[config.mk]
export PLATFORM = sky130hd
export DESIGN_NAME = go_back_n_sender
export DESIGN_NICKNAME = d
export VERILOG_FILES = /design/src/hdl/gbn_pkg.sv /design/src/hdl/gbn_ctrl.sv /design/src/hdl/gbn_dp.sv /design/src/hdl/go_back_n_sender.sv
export SDC_FILE = /design/constraint.sdc
export NUM_CORES = 1
export LEC_CHECK = 0
export BUFFER_PORTS_ARGS = -buffer_cell sky130_fd_sc_hd__buf_4
export CAP_MARGIN = 40
export CORE_ASPECT_RATIO = 0.7
export CORE_MARGIN = 5
export CORE_UTILIZATION = 61
export DETAILED_ROUTE_END_ITERATION = 8
export GPL_TIMING_DRIVEN = 1
export PLACE_DENSITY = 0.79
export SKIP_LAST_GASP = 1
export SLEW_MARGIN = 20
export SYNTH_ARGS = -nofsm -noshare
export SYNTH_HDL_FRONTEND = slang
export SYNTH_SLANG_ARGS = --single-unit
[constraint.sdc]
create_clock -name i_clk -period 18.7 [get_ports i_clk]
set_input_delay 3.74 -clock i_clk [delete_from_list [all_inputs] [get_ports i_clk]]
set_output_delay 3.74 -clock i_clk [all_outputs]
set_load 0.02 [all_outputs]
[src/hdl/gbn_pkg.sv]
// gbn_pkg: shared constants, codes, types and helpers for the go-back-n sender
// used by gbn_ctrl, gbn_dp, gbn_chk and go_back_n_sender; no dependencies
`default_nettype none

package gbn_pkg;

    // sizing of the sender
    localparam int WINDOW_MAX   = 8;
    localparam int BUF_DEPTH    = 16;
    localparam int SEQ_W        = 16;
    localparam int PAY_W        = 64;

    // config register widths
    localparam int WINREG_W     = 4;
    localparam int TMO_W        = 16;
    localparam int CFG_W        = 16;
    localparam int CFG_ADDR_W   = 1;

    // derived widths
    localparam int SEQ_MAX      = (1 << SEQ_W) - 1;
    localparam int CAPACITY     = (BUF_DEPTH < SEQ_MAX) ? BUF_DEPTH : SEQ_MAX;
    localparam int SLOT_W       = (BUF_DEPTH > 1) ? $clog2(BUF_DEPTH) : 1;
    localparam int CNT_W        = $clog2(CAPACITY + 1);
    localparam int WIN_W        = $clog2(WINDOW_MAX + 1);
    localparam int IDX_W        = (WINDOW_MAX > 1) ? $clog2(WINDOW_MAX) : 1;

    // stream widths
    localparam int S_FIELDS_W   = PAY_W + SEQ_W + 2;
    localparam int S_TDATA_W    = ((S_FIELDS_W + 7) / 8) * 8;
    localparam int S_TUSER_W    = 2;
    localparam int M_FIELDS_W   = SEQ_W + PAY_W + 2;
    localparam int M_TDATA_W    = ((M_FIELDS_W + 7) / 8) * 8;

    // reset values
    localparam logic [WINREG_W-1:0] WIN_RST = WINREG_W'(4);
    localparam logic [TMO_W-1:0]    TMO_RST = TMO_W'(1000);
    localparam logic [SEQ_W-1:0]    SEQ_RST = SEQ_W'(1);

    // operation codes
    localparam logic [1:0] OP_NEW  = 2'd0;
    localparam logic [1:0] OP_ACK  = 2'd1;
    localparam logic [1:0] OP_TICK = 2'd2;

    // config register indexes
    localparam logic [CFG_ADDR_W-1:0] REG_WINDOW  = CFG_ADDR_W'(0);
    localparam logic [CFG_ADDR_W-1:0] REG_TIMEOUT = CFG_ADDR_W'(1);

    // controller to datapath
    typedef struct packed {
        logic load_in;
        logic exec;
        logic send;
    } t_cmd;

    // datapath to controller
    typedef struct packed {
        logic out_free;
        logic resend;
        logic last_pkt;
    } t_sts;

    // slot sum below twice the depth folded back into the buffer
    function automatic logic [SLOT_W-1:0] wrap_slot(input logic [SLOT_W:0] sum);
        logic [SLOT_W:0] t;
        t = sum;
        if (sum >= (SLOT_W+1)'(BUF_DEPTH)) begin
            t = sum - (SLOT_W+1)'(BUF_DEPTH);
        end
        return t[SLOT_W-1:0];
    endfunction

endpackage

`default_nettype wire

[src/hdl/gbn_ctrl.sv]
// gbn_ctrl: sequencing state machine of the go-back-n sender
// depends on gbn_pkg for the command and status types
`default_nettype none

module gbn_ctrl (
    input  wire            i_clk,
    input  wire            i_rst_n,
    input  wire            i_s_tvalid,
    output logic           o_s_tready,
    input  gbn_pkg::t_sts  i_sts,
    output gbn_pkg::t_cmd  o_cmd
);
    import gbn_pkg::*;

    localparam logic [1:0] S_IDLE = 2'd0;
    localparam logic [1:0] S_EXEC = 2'd1;
    localparam logic [1:0] S_READ = 2'd2;
    localparam logic [1:0] S_SEND = 2'd3;

    logic [1:0] r_state;
    logic [1:0] n_state;

    // next state and commands
    always_comb begin
        n_state    = r_state;
        o_cmd      = '0;
        o_s_tready = (r_state == S_IDLE);
        unique case (r_state)
            S_IDLE: begin
                if (i_s_tvalid) begin
                    o_cmd.load_in = 1'b1;
                    n_state       = S_EXEC;
                end
            end
            S_EXEC: begin
                if (i_sts.out_free) begin
                    o_cmd.exec = 1'b1;
                    n_state    = i_sts.resend ? S_READ : S_IDLE;
                end
            end
            S_READ: begin
                n_state = S_SEND;
            end
            S_SEND: begin
                if (i_sts.out_free) begin
                    o_cmd.send = 1'b1;
                    n_state    = i_sts.last_pkt ? S_IDLE : S_READ;
                end
            end
            default: begin
                n_state = S_IDLE;
            end
        endcase
    end

    // state register
    always_ff @(posedge i_clk) begin
        if (!i_rst_n) begin
            r_state <= S_IDLE;
        end else begin
            r_state <= n_state;
        end
    end

endmodule

`default_nettype wire

[src/hdl/gbn_dp.sv]
// gbn_dp: window state, timer, packet buffer and output word register
// depends on gbn_pkg for widths, codes, types and wrap_slot
`default_nettype none

module gbn_dp (
    input  wire                                i_clk,
    input  wire                                i_rst_n,
    input  gbn_pkg::t_cmd                      i_cmd,
    output gbn_pkg::t_sts                      o_sts,
    input  wire [gbn_pkg::S_TDATA_W-1:0]       i_s_tdata,
    input  wire [gbn_pkg::S_TUSER_W-1:0]       i_s_tuser,
    input  wire                                i_cfg_we,
    input  wire [gbn_pkg::CFG_ADDR_W-1:0]      i_cfg_addr,
    input  wire [gbn_pkg::CFG_W-1:0]           i_cfg_data,
    output logic                               o_m_tvalid,
    input  wire                                i_m_tready,
    output logic [gbn_pkg::M_TDATA_W-1:0]      o_m_tdata,
    output logic                               o_m_tuser,
    output logic                               o_m_tlast
);
    import gbn_pkg::*;

    // config registers
    logic [WINREG_W-1:0] r_win;
    logic [TMO_W-1:0]    r_tmo;

    // sender state
    logic [SEQ_W-1:0]  r_base,      n_base;
    logic [SEQ_W-1:0]  r_next,      n_next;
    logic [SLOT_W-1:0] r_base_slot, n_base_slot;
    logic [CNT_W-1:0]  r_sent,      n_sent;
    logic [TMO_W-1:0]  r_tcount,    n_tcount;
    logic              r_timer_on,  n_timer_on;
    logic [WIN_W-1:0]  r_m,         n_m;
    logic [IDX_W-1:0]  r_idx,       n_idx;

    // captured input word
    logic [1:0]        r_op;
    logic [PAY_W-1:0]  r_pay;
    logic [SEQ_W-1:0]  r_ack;
    logic              r_ack_corrupt;
    logic              r_ack_positive;

    // packet buffer
    logic [PAY_W-1:0]  r_mem [BUF_DEPTH];
    logic [PAY_W-1:0]  r_rd_data;
    logic [SLOT_W-1:0] rd_slot;
    logic [SLOT_W-1:0] wr_slot;
    logic              wr_en;

    // output word register
    logic              r_out_valid, n_out_valid;
    logic              r_out_sv,    n_out_sv;
    logic [SEQ_W-1:0]  r_out_seq,   n_out_seq;
    logic [PAY_W-1:0]  r_out_pay,   n_out_pay;
    logic              r_out_acc,   n_out_acc;
    logic              r_out_ta,    n_out_ta;
    logic              r_out_last,  n_out_last;

    // decode helpers
    logic [SEQ_W-1:0]  n_out;
    logic [WIN_W-1:0]  win_eff;
    logic              n_lt_cap;
    logic              n_lt_w;
    logic [SEQ_W-1:0]  n_plus1;
    logic [SEQ_W-1:0]  ack_d;
    logic              ack_ok;
    logic              d_le_sent;
    logic [TMO_W-1:0]  tcount_inc;
    logic [TMO_W-1:0]  limit;
    logic              expire;
    logic [WIN_W-1:0]  m_now;
    logic              out_free;

    // outstanding count, effective window and compares
    always_comb begin
        n_out     = r_next - r_base;
        win_eff   = WIN_W'(r_win);
        if (r_win == '0) begin
            win_eff = WIN_W'(1);
        end else if (32'(r_win) > WINDOW_MAX) begin
            win_eff = WIN_W'(WINDOW_MAX);
        end
        n_lt_cap  = (32'(n_out) < CAPACITY);
        n_lt_w    = (n_out < SEQ_W'(win_eff));
        n_plus1   = n_out + SEQ_W'(1);
        ack_ok    = !r_ack_corrupt && r_ack_positive;
        ack_d     = r_ack + SEQ_W'(1) - r_base;
        d_le_sent = (ack_d <= SEQ_W'(r_sent));
        tcount_inc = (r_tcount != '1) ? r_tcount + TMO_W'(1) : r_tcount;
        limit     = (r_tmo == '0) ? TMO_W'(1) : r_tmo;
        expire    = r_timer_on && (tcount_inc >= limit);
        m_now     = n_lt_w ? n_out[WIN_W-1:0] : win_eff;
        wr_slot   = wrap_slot({1'b0, r_base_slot} + n_out[SLOT_W:0]);
        rd_slot   = wrap_slot({1'b0, r_base_slot} + (SLOT_W+1)'(r_idx));
        out_free  = !r_out_valid || i_m_tready;
    end

    // status to the controller
    always_comb begin
        o_sts.out_free = out_free;
        o_sts.resend   = (r_op == OP_TICK) && expire && (m_now != '0);
        o_sts.last_pkt = (WIN_W'(r_idx) == r_m - WIN_W'(1));
    end

    // step execution and packet replay
    always_comb begin
        n_base      = r_base;
        n_next      = r_next;
        n_base_slot = r_base_slot;
        n_sent      = r_sent;
        n_tcount    = r_tcount;
        n_timer_on  = r_timer_on;
        n_m         = r_m;
        n_idx       = r_idx;
        wr_en       = 1'b0;
        n_out_valid = r_out_valid && !i_m_tready;
        n_out_sv    = r_out_sv;
        n_out_seq   = r_out_seq;
        n_out_pay   = r_out_pay;
        n_out_acc   = r_out_acc;
        n_out_ta    = r_out_ta;
        n_out_last  = r_out_last;

        if (i_cmd.exec) begin
            // single result unless replaced below by a replay
            n_out_sv   = 1'b0;
            n_out_seq  = '0;
            n_out_pay  = '0;
            n_out_acc  = 1'b0;
            n_out_last = 1'b1;
            case (r_op)
                OP_NEW: begin
                    if (n_lt_cap) begin
                        wr_en     = 1'b1;
                        n_out_acc = 1'b1;
                        n_next    = r_next + SEQ_W'(1);
                        if (n_lt_w) begin
                            n_out_sv  = 1'b1;
                            n_out_seq = r_next;
                            n_out_pay = r_pay;
                            if (SEQ_W'(r_sent) < n_plus1) begin
                                n_sent = CNT_W'(n_plus1);
                            end
                            if (n_out == '0) begin
                                n_timer_on = 1'b1;
                                n_tcount   = '0;
                            end
                        end
                    end
                end
                OP_ACK: begin
                    if (ack_ok) begin
                        if (ack_d == '0) begin
                            if (n_out == '0) begin
                                n_timer_on = 1'b0;
                            end
                        end else if (d_le_sent) begin
                            n_base      = r_base + ack_d;
                            n_base_slot = wrap_slot({1'b0, r_base_slot} + ack_d[SLOT_W:0]);
                            n_sent      = r_sent - ack_d[CNT_W-1:0];
                            if (n_out == ack_d) begin
                                n_timer_on = 1'b0;
                            end else begin
                                n_timer_on = 1'b1;
                                n_tcount   = '0;
                            end
                        end
                    end
                end
                OP_TICK: begin
                    if (r_timer_on) begin
                        n_tcount = tcount_inc;
                        if (expire) begin
                            n_m   = m_now;
                            n_idx = '0;
                            if (r_sent < CNT_W'(m_now)) begin
                                n_sent = CNT_W'(m_now);
                            end
                            if (m_now == '0) begin
                                n_timer_on = 1'b0;
                            end else begin
                                n_timer_on = 1'b1;
                                n_tcount   = '0;
                            end
                        end
                    end
                end
                default: begin
                end
            endcase
            n_out_ta    = n_timer_on;
            n_out_valid = !o_sts.resend;
        end

        // one buffered packet per replay word
        if (i_cmd.send) begin
            n_out_valid = 1'b1;
            n_out_sv    = 1'b1;
            n_out_seq   = r_base + SEQ_W'(r_idx);
            n_out_pay   = r_rd_data;
            n_out_acc   = 1'b0;
            n_out_ta    = r_timer_on;
            n_out_last  = o_sts.last_pkt;
            n_idx       = r_idx + IDX_W'(1);
        end
    end

    // config writes
    always_ff @(posedge i_clk) begin
        if (!i_rst_n) begin
            r_win <= WIN_RST;
            r_tmo <= TMO_RST;
        end else if (i_cfg_we) begin
            unique case (i_cfg_addr)
                REG_WINDOW:  r_win <= i_cfg_data[WINREG_W-1:0];
                REG_TIMEOUT: r_tmo <= i_cfg_data[TMO_W-1:0];
                default: begin
                end
            endcase
        end
    end

    // control state
    always_ff @(posedge i_clk) begin
        if (!i_rst_n) begin
            r_base      <= SEQ_RST;
            r_next      <= SEQ_RST;
            r_base_slot <= '0;
            r_sent      <= '0;
            r_tcount    <= '0;
            r_timer_on  <= 1'b0;
            r_m         <= '0;
            r_idx       <= '0;
            r_out_valid <= 1'b0;
        end else begin
            r_base      <= n_base;
            r_next      <= n_next;
            r_base_slot <= n_base_slot;
            r_sent      <= n_sent;
            r_tcount    <= n_tcount;
            r_timer_on  <= n_timer_on;
            r_m         <= n_m;
            r_idx       <= n_idx;
            r_out_valid <= n_out_valid;
        end
    end

    // input capture and output payload
    always_ff @(posedge i_clk) begin
        if (i_cmd.load_in) begin
            r_op           <= i_s_tuser;
            r_pay          <= i_s_tdata[PAY_W-1:0];
            r_ack          <= i_s_tdata[PAY_W +: SEQ_W];
            r_ack_corrupt  <= i_s_tdata[PAY_W + SEQ_W];
            r_ack_positive <= i_s_tdata[PAY_W + SEQ_W + 1];
        end
        r_out_sv   <= n_out_sv;
        r_out_seq  <= n_out_seq;
        r_out_pay  <= n_out_pay;
        r_out_acc  <= n_out_acc;
        r_out_ta   <= n_out_ta;
        r_out_last <= n_out_last;
    end

    // packet buffer, one write and one registered read
    always_ff @(posedge i_clk) begin
        if (i_cmd.exec && wr_en) begin
            r_mem[wr_slot] <= r_pay;
        end
        r_rd_data <= r_mem[rd_slot];
    end

    // master side
    assign o_m_tvalid = r_out_valid;
    assign o_m_tuser  = r_out_sv;
    assign o_m_tlast  = r_out_last;
    assign o_m_tdata  = {{(M_TDATA_W - M_FIELDS_W){1'b0}},
                         r_out_ta, r_out_acc, r_out_pay, r_out_seq};

endmodule

`default_nettype wire

[src/hdl/go_back_n_sender.sv]
// go_back_n_sender: top level of the go-back-n retransmitting sender
// depends on gbn_pkg, gbn_ctrl and gbn_dp
//
// Takes one word per step: a new message, an ack, or one tick of the internal
// retransmission timer, and answers with one or more output words, the final
// one marked by tlast. A new message, an ack, a plain tick or a tick whose
// expiry finds nothing outstanding is captured, then executed into the output
// register. An expiry that replays m packets (m up to the window) is captured
// and executed, then for each packet a registered read of the packet buffer is
// followed by an output load. The slave side is ready again once the last word
// of a step sits in the output register, so a new word may be taken while that
// one still waits downstream. Back-pressure on the master side stalls the
// execute and send steps. Configuration writes belong to idle periods only.
`default_nettype none

module go_back_n_sender (
    input  wire                            i_clk,
    input  wire                            i_rst_n,
    // slave side
    input  wire                            i_s_tvalid,
    output logic                           o_s_tready,
    // payload[63:0], ack_seq[79:64], ack_corrupt[80], ack_positive[81], zero pad
    input  wire [gbn_pkg::S_TDATA_W-1:0]   i_s_tdata,
    // operation[1:0]
    input  wire [gbn_pkg::S_TUSER_W-1:0]   i_s_tuser,
    // config port
    input  wire                            i_cfg_we,
    input  wire [gbn_pkg::CFG_ADDR_W-1:0]  i_cfg_addr,
    input  wire [gbn_pkg::CFG_W-1:0]       i_cfg_data,
    // master side
    output logic                           o_m_tvalid,
    input  wire                            i_m_tready,
    // send_seq[15:0], send_payload[79:16], accepted[80], timer_active[81], zero pad
    output logic [gbn_pkg::M_TDATA_W-1:0]  o_m_tdata,
    // send_valid[0]
    output logic                           o_m_tuser,
    output logic                           o_m_tlast
);
    import gbn_pkg::*;

    t_cmd cmd;
    t_sts sts;

    // sequencing
    gbn_ctrl u_ctrl (
        .i_clk      (i_clk),
        .i_rst_n    (i_rst_n),
        .i_s_tvalid (i_s_tvalid),
        .o_s_tready (o_s_tready),
        .i_sts      (sts),
        .o_cmd      (cmd)
    );

    // state, buffer and output register
    gbn_dp u_dp (
        .i_clk      (i_clk),
        .i_rst_n    (i_rst_n),
        .i_cmd      (cmd),
        .o_sts      (sts),
        .i_s_tdata  (i_s_tdata),
        .i_s_tuser  (i_s_tuser),
        .i_cfg_we   (i_cfg_we),
        .i_cfg_addr (i_cfg_addr),
        .i_cfg_data (i_cfg_data),
        .o_m_tvalid (o_m_tvalid),
        .i_m_tready (i_m_tready),
        .o_m_tdata  (o_m_tdata),
        .o_m_tuser  (o_m_tuser),
        .o_m_tlast  (o_m_tlast)
    );

endmodule

`default_nettype wire

==> impl_metrics.yaml <==
run_status:
  status: "completed"
sta:
  whs_ps: 468
  relSlewSlack_pct: 37.9
  worst-slew-pin-transition_ps: 932
  rsz0062_at_grt: "false"
  tns_ps: 0
  finClkSkew_ps: 49.6
  fin_crit_ps: 6730
  finalSetupViolations: 0
  fmax_ghz: 0.149
  finalHoldViolCount: 0
  report.final.slew_viol_count: 0
  period_share_pct: 36.0
clock_tree:
  cts_tree: "yes"
  htree_levels: 3
  path_clk_slew_ps: 70
  clock_sinks: 1344
  clock_path_buffers: 3
  cts-buffers-inserted: 114
  post-cts-setup-buffers: 0
  cts_resized: 0
  postCtsHoldBufs: 0
  cts-root-buf: "clkbuf_16"
  clock_latency_ps: 740
global_route:
  grt_pass1_vias: 29600
  use_met2_pct: 44.4
  overflow: 0
  grt_pass1_wl_um: 192000
  grtUsageMet1_pct: 37.6
  use_met3_pct: 6.11
  grt_max_degree: 137
  antenna_found_initial: 1
  grt-busiest-layer: "met2"
  track_usage_pct: 27.3
placed_design:
  io_buffers: 191
  dpl_cell_area_um2: 57800
  hpwl_um: 72800
  place_congestion: 0.896
route:
  drc: 0
  drt_iter0_drc: 3708
  dr.pass1.iters: 6
  totalWireLength_um: 130000
  ant_nets: 0
  wl_per_cell_um: 29.4
  vias_per_cell: 6.56
  vias: 29100
floorplan:
  dieHeight_um: 260
  ios: 204
  initial_core_util_pct: 61.6
  core_um2: 88400
  num_rows: 91
  die_area_um2: 95400
  fp.dieW_um: 367
worst_setup_path:
  crit_end: "u_dp.r_mem[13][46]"
  worst-endpoint-required_ps: 19030
  cp-startpoint: "i_m_tready"
  r2r.worst_path.cells: 17
  worst_setup_path_end_kind: "register"
  regToRegEndpoint: "u_dp.r_mem[13][46]"
  r2r_start: "u_dp.r_next[0]"
  cp_max_fo: 40
  cp.arrival_ps: 7060
  rrSetupSlack_ps: 12060
  worst-setup-path-type: "in2reg"
  worst_setup_path_start_kind: "primary input"
final_layout:
  multiInputGateArea_um2: 14900
  post-route-util_pct: 69.9
  seq_area_um2: 38800
  syn2layout_area_growth_pct: 13.4
  design_area_um2: 61700
  nNetsFinal: 3406
  n_fill_cell: 5232
  drive_above_1_share_pct: 24.8
yosys:
  ys_seq_area_share_pct: 71.3
  synth-edff-count: 1190
  synthCells: 2925
  ys_seq_elements: 1344
  async_flop_share_pct: 0
  syn_area_um2: 54400
  yosys_warnings: 0
  syn_area_per_cell_um2: 18.6
  yosysTopAreaCell: "edfxtp_1"
  synth_top_area_share_pct: 65.6
  yosysMostFrequentCell: "edfxtp_1"
  synth_area_leaders: "edfxtp_1, mux4_2, dfxtp_1, ha_1, xnor2_1"
  synthTopCellsByCount: "edfxtp_1, mux4_2, dfxtp_1"
  ys.flop_type: "edfxtp_1"
  ys_types: 85
power:
  p_leak_nw: 20.7
  pwr_density_cell_nw_per_um2: 100
  vdd_drop_max_mv: 0.0847
hold_path:
  hold_path_class: "reg2reg"
run:
  drv_cap: 0
[kinds of logic (layout without fill, tap and decap cells)]
group | Yosys count | count (layout) | synth area share, %
AOI/OAI and AO/OA | 334 | 334 | 4.37
xor gates and xnor gates | 104 | 104 | 1.69
adders and majority gates | 124 | 124 | 2.96
buffers and inverters | 222 | 562 | 1.68
DFF | 1344 | 1344 | 71.3
muxes | 363 | 363 | 14.0
other | 1 | 7 | 0.00689
and+or+nand+nor | 433 | 433 | 3.97
[per-stage QoR]
stage | total power [mW] | setup WS (ps) | cells
2_1_floorplan | 3.63 | 8940 | 2930
3_3_place_gp | 3.75 | 11160 | 4192
3_5_place_dp | 3.77 | 11240 | 4213
4_1_cts | 6.20 | 12030 | 4429
5_1_grt | 6.38 | 11880 | 4433
6_report | 6.17 | 11970 | 4433
[worst min path at each step]
| stage | startpoint | end | cells after the start |
|---|---|---|---|
| after floorplan | u_dp.r_out_acc | u_dp.r_out_acc | 2 |
| after detailed placement | u_dp.r_out_acc | u_dp.r_out_acc | 2 |
| after global placement | u_dp.r_out_acc | u_dp.r_out_acc | 2 |
| after CTS | u_dp.r_out_acc | u_dp.r_out_acc | 2 |
| final | u_dp.r_out_acc | u_dp.r_out_acc | 2 |
| after global routing | u_dp.r_out_acc | u_dp.r_out_acc | 2 |
[layer usage]
layer  vias to the layer above  wire length, um  share of wire [%]
met4                         0             4220                3.2
met3                       264            12300                9.4
met5                         -                0                  0
li1                      12300                -                  -
met1                     14900            49900                 38
met2                      1648            64000                 49
[flip-flops by register name (all words and copies together), names as in the netlist, 16 cells and up]
name and count:
u_dp.r_next 16, u_dp.r_tmo 16, u_dp.r_tcount 16, u_dp.r_base 16
u_dp.r_pay 64, u_dp.r_ack 16, u_dp.r_out_seq 16, u_dp.r_rd_data 64
u_dp.r_out_pay 64, u_dp.r_mem 1024
[placed cells by master, fill, tap and decap left out, types with 7 or more instances in the layout]
cell	n
o31ai_1	7
a21o_1	32
buf_16	13
nor3_1	31
and2_1	17
ha_1	115
mux4_2	320
clkinv_1	18
a22o_1	66
or3_1	15
inv_1	86
buf_12	10
fa_1	7
bufinv_16	13
mux2i_1	41
a211oi_1	12
xor2_1	36
nand2_1	113
nand2b_1	13
o211ai_1	13
buf_4	231
nor4_1	12
clkinv_2	26
dfxtp_1	154
o21ai_0	52
o21a_1	18
nor2b_1	17
a21oi_1	71
nand3_1	26
clkbuf_16	116
clkbuf_8	12
and3_1	15
clkbuf_1	14
nor2_1	101
nand4_1	17
xnor2_1	65
edfxtp_1	1190
nor2_4	13
[power breakdown]
part / internal [mW] / leakage (nW) / switching, mW
combinational: 0.130 / 6.76 / 0.211
clock: 1.37 / 1.91 / 1.09
sequential: 3.32 / 12.1 / 0.0553
total: 4.82 / 20.7 / 1.36
[cell type report]
cell class | instances | area share (%)
Inverter | 88 | 0.539
Multi-Input combinational cell | 1364 | 24.1
Timing Repair Buffer | 258 | 3.78
Clock inverter | 74 | 1.27
Tap cell | 1162 | 2.36
Antenna cell | 1 | 0.00405
Clock buffer | 142 | 5.05
Sequential cell | 1344 | 62.9
[worst max-delay path, cell delays in order]
cell	delay [ps]
buf_4	80
nand2b_1	160
nand2_1	230
nor2_1	230
nand2_1	130
or3_1	460
nor2b_1	210
nand2_1	240
nor2_4	580
buf_16	240
buf_4	680
(Power assumes the default switching activity.)
